### src/tccs_pkg.sv
// Shared types and constants for the text console cursor/scroll engine.
// Used by tccs_ctrl, tccs_datapath and the top level; no dependencies.
`timescale 1ns / 1ps
`default_nettype none

package tccs_pkg;

  // Field widths of the input and result beats.
  localparam int OPCODE_W   = 3;
  localparam int CHAR_W     = 8;
  localparam int COLOR_W    = 4;
  localparam int COORD_W    = 8;
  localparam int CELL_W     = 16;
  localparam int CUR_COL_W  = 7;
  localparam int CUR_ROW_W  = 5;

  // Character codes and the blank cell.
  localparam logic [CHAR_W-1:0] CH_NEWLINE = 8'd10;
  localparam logic [CHAR_W-1:0] CH_TAB     = 8'd9;
  localparam logic [CHAR_W-1:0] CH_SPACE   = 8'd32;
  localparam logic [CELL_W-1:0] BLANK_CELL = 16'h0020;

  // Operation codes; the remaining codes are no-ops.
  typedef enum logic [OPCODE_W-1:0] {
    OP_PUT_CHAR     = 3'd0,
    OP_SET_CURSOR   = 3'd1,
    OP_CLEAR_SCREEN = 3'd2,
    OP_CLEAR_LINE   = 3'd3,
    OP_READ_CELL    = 3'd4
  } op_t;

  // Region and value of a fill sweep.
  typedef enum logic [1:0] {
    FILL_ALL    = 2'd0,
    FILL_LINE   = 2'd1,
    FILL_BOTTOM = 2'd2
  } fill_kind_t;

  // Controller states.
  typedef enum logic [2:0] {
    ST_BOOT      = 3'd0,
    ST_BOOT_FILL = 3'd1,
    ST_IDLE      = 3'd2,
    ST_EXEC      = 3'd3,
    ST_COPY      = 3'd4,
    ST_FILL      = 3'd5,
    ST_DONE      = 3'd6
  } state_t;

  // Commands from the controller to the datapath.
  typedef struct packed {
    logic       item_load;
    logic       exec;
    logic       copy_start;
    logic       copy_step;
    logic       fill_start;
    fill_kind_t fill_kind;
    logic       fill_step;
    logic       out_load;
  } cmd_t;

  // Status from the datapath to the controller.
  typedef struct packed {
    op_t  op;
    logic need_scroll;
    logic line_ok;
    logic copy_last;
    logic fill_last;
    logic out_free;
  } status_t;

endpackage

`default_nettype wire

### src/tccs_ctrl.sv
// Controller state machine of the console engine.
// Sequences item execution, scroll copy and fill sweeps; uses tccs_pkg.
`timescale 1ns / 1ps
`default_nettype none

module tccs_ctrl (
  input  wire logic              clk,
  input  wire logic              rst_n,
  input  wire logic              in_tvalid,
  output logic                   in_tready,
  input  tccs_pkg::status_t      sts,
  output tccs_pkg::cmd_t         cmd
);
  import tccs_pkg::*;

  state_t state_r;
  state_t state_nxt;

  // State register.
  always_ff @(posedge clk) begin
    if (!rst_n) begin
      state_r <= ST_BOOT;
    end else begin
      state_r <= state_nxt;
    end
  end

  // Next-state logic.
  always_comb begin
    state_nxt = state_r;
    case (state_r)
      ST_BOOT: begin
        state_nxt = ST_BOOT_FILL;
      end
      ST_BOOT_FILL: begin
        if (sts.fill_last) state_nxt = ST_IDLE;
      end
      ST_IDLE: begin
        if (in_tvalid) state_nxt = ST_EXEC;
      end
      ST_EXEC: begin
        case (sts.op)
          OP_PUT_CHAR:     state_nxt = sts.need_scroll ? ST_COPY : ST_DONE;
          OP_CLEAR_SCREEN: state_nxt = ST_FILL;
          OP_CLEAR_LINE:   state_nxt = sts.line_ok ? ST_FILL : ST_DONE;
          default:         state_nxt = ST_DONE;
        endcase
      end
      ST_COPY: begin
        if (sts.copy_last) state_nxt = ST_FILL;
      end
      ST_FILL: begin
        if (sts.fill_last) state_nxt = ST_DONE;
      end
      ST_DONE: begin
        if (sts.out_free) state_nxt = ST_IDLE;
      end
      default: begin
        state_nxt = ST_BOOT;
      end
    endcase
  end

  // Command outputs.
  always_comb begin
    cmd       = '0;
    in_tready = 1'b0;
    case (state_r)
      ST_BOOT: begin
        cmd.fill_start = 1'b1;
        cmd.fill_kind  = FILL_ALL;
      end
      ST_BOOT_FILL: begin
        cmd.fill_step = 1'b1;
      end
      ST_IDLE: begin
        in_tready     = 1'b1;
        cmd.item_load = in_tvalid;
      end
      ST_EXEC: begin
        cmd.exec = 1'b1;
        case (sts.op)
          OP_PUT_CHAR: begin
            cmd.copy_start = sts.need_scroll;
          end
          OP_CLEAR_SCREEN: begin
            cmd.fill_start = 1'b1;
            cmd.fill_kind  = FILL_ALL;
          end
          OP_CLEAR_LINE: begin
            cmd.fill_start = sts.line_ok;
            cmd.fill_kind  = FILL_LINE;
          end
          default: begin
            cmd.fill_start = 1'b0;
          end
        endcase
      end
      ST_COPY: begin
        cmd.copy_step  = 1'b1;
        cmd.fill_start = sts.copy_last;
        cmd.fill_kind  = FILL_BOTTOM;
      end
      ST_FILL: begin
        cmd.fill_step = 1'b1;
      end
      ST_DONE: begin
        cmd.out_load = sts.out_free;
      end
      default: begin
        in_tready = 1'b0;
      end
    endcase
  end

endmodule

`default_nettype wire

### config.mk
export PLATFORM = sky130hd
export DESIGN_NAME = tccs_ctrl
export DESIGN_NICKNAME = d
export VERILOG_FILES = /design/src/tccs_pkg.sv /design/src/tccs_ctrl.sv
export SDC_FILE = /design/constraint.sdc
export NUM_CORES = 1
export LEC_CHECK = 0
export BUFFER_PORTS_ARGS = -buffer_cell sky130_fd_sc_hd__buf_2
export CAP_MARGIN = 20
export CORE_AREA = 2 2 39 41
export DETAILED_ROUTE_END_ITERATION = 7
export DIE_AREA = 0 0 41 43
export PLACE_DENSITY = 0.55
export SKIP_CTS_REPAIR_TIMING = 1
export SYNTH_ARGS = -nofsm -noshare
export SYNTH_HDL_FRONTEND = slang
export SYNTH_SLANG_ARGS = --single-unit
### constraint.sdc
create_clock -name clk -period 2.56 [get_ports clk]
set_input_delay 0.256 -clock clk [delete_from_list [all_inputs] [get_ports clk]]
set_output_delay 0.256 -clock clk [all_outputs]
set_load 0.005 [all_outputs]
==> reports/results.ini, run 1 <==
[global_route]
gr-total-overflow=0
busiest_layer=met2
use_met3=0.0314
met2_usage=0.138
met1_usage=0.121
grt_pass1_vias=299
grt_pass1_wl_mm=1.15
antenna_found_initial=0
grt_max_degree=12
grt_usage=0.103

[floorplanning]
dieArea_um2=1760
rows=14
initial_core_util=0.206
fp.dieW_um=41
die_y_um=43
core_um2=1380
ioPinCount=21

[clocking]
clk_pin_slew_ps=40
clock_latency_ps=230
htreeDepth=1
numCtsBuffers=3
cts_buffer_depth=2
cts_tree=done
cts_sinks=3
cts_root_buf=clkbuf_4

[yosys]
syn_area_per_cell_um2=7.92
ys_seq_area_frac=0.211
ys_ff_latch=3
synthDistinctLibCells=23
yosysTopAreaCell=dfxtp_1
ys_top_cells_by_area=dfxtp_1 (21%), nand3b_4 (7.0%), nor3_1 (7.0%), o21ai_0 (5.3%), nand2_1 (5.3%)
synth_top_area_frac=0.211
ys_warn_count=0
syn_area_um2=285
syn-num-nets=47
syn_inst=36

[timing]
setup_viol=0
maxSlewHeadroom=0.755
max_freq_mhz=654
drv_slew=0
tightest_slew_ps=367
final_hold_viol_count=0
skew_ps=4.98
setup_tns_ps=0
period_share=0.597
period_needed_ps=1530
rsz0062_at_grt=no

[worst_setup_path]
worstPathArrival_ps=1270
path_max_fanout=10
critPathCaptureType=output pin
path_class=flip-flop to output pin
cp.required_ps=2300
critPathLaunchType=flip-flop

[finish]
final_cell_mix=buf_2 (20), nor3_1 (4), nand2_1 (4)
top_regs=state_r x3
largest_register_ff_count=3
layout.cells.non_filler=73
syn_to_final_growth_pct=43.0
regMostFlops=state_r
final_area_um2=408
nNetsFinal=69
drive_gt1_frac=0.456
n_antenna_cell=0
final_common_cell=buf_2

[power]
p_leak_nw=0.217
peakVddDrop_mv=0.210
power_density_nw_per_um2=540

[placement]
port_buffers=20
place.gp.congestion=0.697
dp.cells=69
placed_area_um2=382
dp_hpwl_um=572

[drt]
via_per_inst=4.56
drtIter0Drc=1
route.antenna.remaining_nets=0
wl_um=738
first_pass_iters=3
wire_per_inst_um=10.1
drc=0
vias=333

[hold_path]
holdCritPathClass=input port to flip-flop

[outcome]
status=finished clean

[flow_run]
maxCapViolCount=0

-- cells in the mapped netlist --
library cell,count
buf_4,1
nor3b_1,2
o311a_1,1
nor4bb_1,1
and2b_2,1
nand2_1,4
nand3b_4,1
inv_1,2
dfxtp_1,3
buf_6,1
and2_1,1
or3b_1,1
nor3_1,4
mux2i_1,1
nand3b_1,2
a21oi_1,1
nor2_1,1
nand2b_1,1
buf_2,1
o21ai_0,3
and3_2,1
a21boi_0,1
a32o_1,1
-- per-stage QoR --
stage	util	hold slack [ps]	total power, mW	worst slack, ps
global placement	0.276	535	0.138	1280
finish	0.295	301	0.220	1030
floorplan	-	382	0.116	1400
detailed placement	0.276	534	0.138	1290
CTS	0.295	290	0.226	1020
global route	0.295	311	0.240	880
-- report_power, final --
part           internal, mW  switching (mW)  total [mW]
sequential           0.0539          0.0171      0.0710
combinational        0.0375          0.0280      0.0655
clock                0.0585          0.0252      0.0837
total                 0.150          0.0704       0.220
-- layout make-up --
cell class	instances	area, µm²
clock buffers	4	26.3
fillers	160	976
inverters	2	7.51
multi-input cells	28	194
flip-flops and latches	3	60.1
well taps	16	20.0
repair buffers	20	100
-- critical path, stage by stage (launching register included) --
cell and delay (ps):
dfxtp_1 520, nor3b_1 270, and2_1 150, buf_2 100
-- path summary, 6_finish.rpt --
path / end / start / slack (ps) / depth (start not counted)
max: cmd[8] / state_r[1] / 1030 / 3
min: state_r[0] / rst_n / 300 / 2
max reg2reg: state_r[0] / state_r[0] / 1320 / 3
min reg2reg: state_r[2] / state_r[2] / 540 / 2
-- per-layer routing --
layer | wire [µm] | vias up
met5 | 0 | -
met4 | 17 | 0
met2 | 296 | 22
met3 | 83 | 2
li1 | - | 170
met1 | 340 | 139
-- cells by family (layout without fill, tap and decap cells) --
family                 Yosys count  count (layout)  share of synthesized area
buffers and inverters            5              26                      0.110
muxes                            1               1                     0.0351
DFF                              3               3                      0.211
and+or+nand+nor                 20              20                      0.478
AOI/OAI and AO/OA                7               7                      0.167
(Power assumes the default switching activity.)
==> run 2, diff against run 1 <==
--- a/config.mk
+++ b/config.mk
@@ -5,12 +5,13 @@
 export SDC_FILE = /design/constraint.sdc
 export NUM_CORES = 1
 export LEC_CHECK = 0
+export ABC_AREA = 1
 export BUFFER_PORTS_ARGS = -buffer_cell sky130_fd_sc_hd__buf_2
 export CAP_MARGIN = 20
 export CORE_AREA = 2 2 39 41
 export DETAILED_ROUTE_END_ITERATION = 7
 export DIE_AREA = 0 0 41 43
-export PLACE_DENSITY = 0.55
+export PLACE_DENSITY = 0.6
 export SKIP_CTS_REPAIR_TIMING = 1
 export SYNTH_ARGS = -nofsm -noshare
 export SYNTH_HDL_FRONTEND = slang
==> constraint.sdc (replaced) <==
create_clock -name clk -period 1.6 [get_ports clk]
set_input_delay 0.16 -clock clk [delete_from_list [all_inputs] [get_ports clk]]
set_output_delay 0.16 -clock clk [all_outputs]
set_load 0.005 [all_outputs]
==> run 2 against run 1 <==
Net effect: synthesized cell count up 86%; final cell count grew 45%; register-to-register slack got worse by 930 ps; combinational power increased to 5.4 times the previous value; die area unchanged; largest power group is now combinational logic; highest routed layer is now met3.
==> reports/results.ini, run 2 <==
[yosys]
ys_seq_area_frac=0.175
syn_area_um2=343
synth-edff-count=0
yosys-top-cells-count=inv_1 (16), nor2_1 (15), nand2_1 (10)
synth.most_common_cell=inv_1
syn_area_per_cell_um2=5.12
ys_warn_count=0
synthMuxAreaShare=0
synth_fa_ha_area_frac=0
synth-simple-area-share=0.471
ys_async_sr_fraction=0
synth_top_area_frac=0.175
synth-compound-area-share=0.135
synth_top_family_by_area=simple AND/OR/NAND/NOR gates
synth_ff_type=dfxtp_1
syn_inst=67
synth-xor-area-share=0
ys_top_cells_by_area=dfxtp_1 (18%), inv_1 (18%), nor2_1 (16%), nand2_1 (11%), nand3_1 (5.8%)
yosysTopAreaCell=dfxtp_1
synthDistinctLibCells=16
syn-num-nets=78
ys_ff_latch=3

[clocking]
clock_latency_ps=230
clk_pin_slew_ps=30
cts_sinks=3
htreeDepth=1
cts_root_buf=clkbuf_4
cts_buffer_depth=2
numCtsBuffers=3
cts_tree=done

[worst_setup_path]
cp.required_ps=1440
path_class=flip-flop to output pin
critPathLaunchType=flip-flop
worstPathArrival_ps=1310
crit_buf_inv=2
cp_slowest_stage_delay_ps=400
path_cells=nand2_1 -> nor2_2 -> inv_1 -> nor4_1 -> buf_2
path_max_fanout=5
crit_family=simple AND/OR/NAND/NOR gates
slowest_stage=dfxtp_1
critPathCaptureType=output pin

[finish]
layout.cells.non_filler=106
final_area_um2=482
final_cell_mix=buf_2 (20), inv_1 (16), nor2_1 (15)
n_antenna_cell=0
largest_register_ff_count=3
drive_gt1_frac=0.333
final_common_cell=buf_2
regMostFlops=state_r
nNetsFinal=102
syn_to_final_growth_pct=40.5
top_regs=state_r x3

[placement]
place.gp.congestion=0.820
placed_area_um2=455
dp_hpwl_um=763
port_buffers=20
dp.cells=102

[power]
peakVddDrop_mv=0.424
p_leak_nw=0.307
power_density_nw_per_um2=1300

[global_route]
grt_max_degree=8
grt_pass1_vias=384
grt_usage=0.116
gr-total-overflow=0
antenna_found_initial=0
grt_pass1_wl_mm=1.40

[timing]
maxSlewHeadroom=0.843
skew_ps=1.57
final_hold_viol_count=0
setup_viol=0
rsz0062_at_grt=no
period_needed_ps=1470
max_freq_mhz=681
period_share=0.918
setup_tns_ps=0
drv_slew=0
tightest_slew_ps=234
whs_ps=179

[drt]
wire_per_inst_um=8.37
drtIter0Drc=15
drc=0
vias=450
route.antenna.remaining_nets=0
via_per_inst=4.25
first_pass_iters=4
wl_um=887

[floorplanning]
die_y_um=43
initial_core_util=0.248
dieArea_um2=1760
rows=14
core_um2=1380
ioPinCount=21
fp.dieW_um=41

[flow_run]
maxCapViolCount=0

[hold_path]
holdCritPathClass=input port to flip-flop

[outcome]
status=finished clean

[run 2: where the power goes]
group	switching [mW]	leakage [nW]	total (mW)	internal, mW
sequential	0.0416	0.0248	0.145	0.104
combinational	0.212	0.268	0.352	0.140
clock	0.0369	0.0150	0.130	0.0933
[run 2: worst reg2reg max path, cell delays in order (launching register included)]
cell and delay, ps:
dfxtp_1 440, inv_1 90, nor2_1 120, nand2_1 80, nand2_2 90, inv_1 50, nand3_1 70, nor2_1 40
nor2_1 80, nor2_1 40
[run 2: cell type report]
class / count / area (µm²)
clock buffer: 4 / 26.3
fill: 165 / 902
inverter: 18 / 67.6
multi-input combinational: 45 / 208
sequential: 3 / 60.1
tap: 16 / 20.0
timing repair buffer: 20 / 100
[run 2: final timing paths]
check / from / end / slack (ps) / cells after the start
hold / removal: rst_n / state_r[1] / 180 / 3
setup reg to reg: state_r[2] / state_r[1] / 390 / 9
setup / recovery: state_r[1] / cmd[2] / 130 / 5
hold reg to reg: state_r[2] / state_r[2] / 580 / 2
[run 2: metrics by stage]
step           setup WS (ps)  utilization  power [mW]
2_1_floorplan            533            -       0.383
3_3_place_gp             399        0.329       0.498
3_5_place_dp             372        0.329       0.497
4_1_cts                  115        0.348       0.636
5_1_grt                 38.4        0.348       0.702
6_report                 132        0.348       0.627
[run 2: metal layers]
| metal | part of all wire | track usage |
|---|---|---|
| met1 | 0.41 | 0.128 |
| met2 | 0.51 | 0.191 |
| met3 | 0.078 | 0.0157 |
| met4 | 0 | 0.0800 |
| met5 | 0 | 0 |
[run 2: cells by family after synthesis]
kind of cell	Yosys count
AND/OR/NAND/NOR	37
flip-flops	3
AO/OA/AOI/OAI	8
buffers and inverters	19
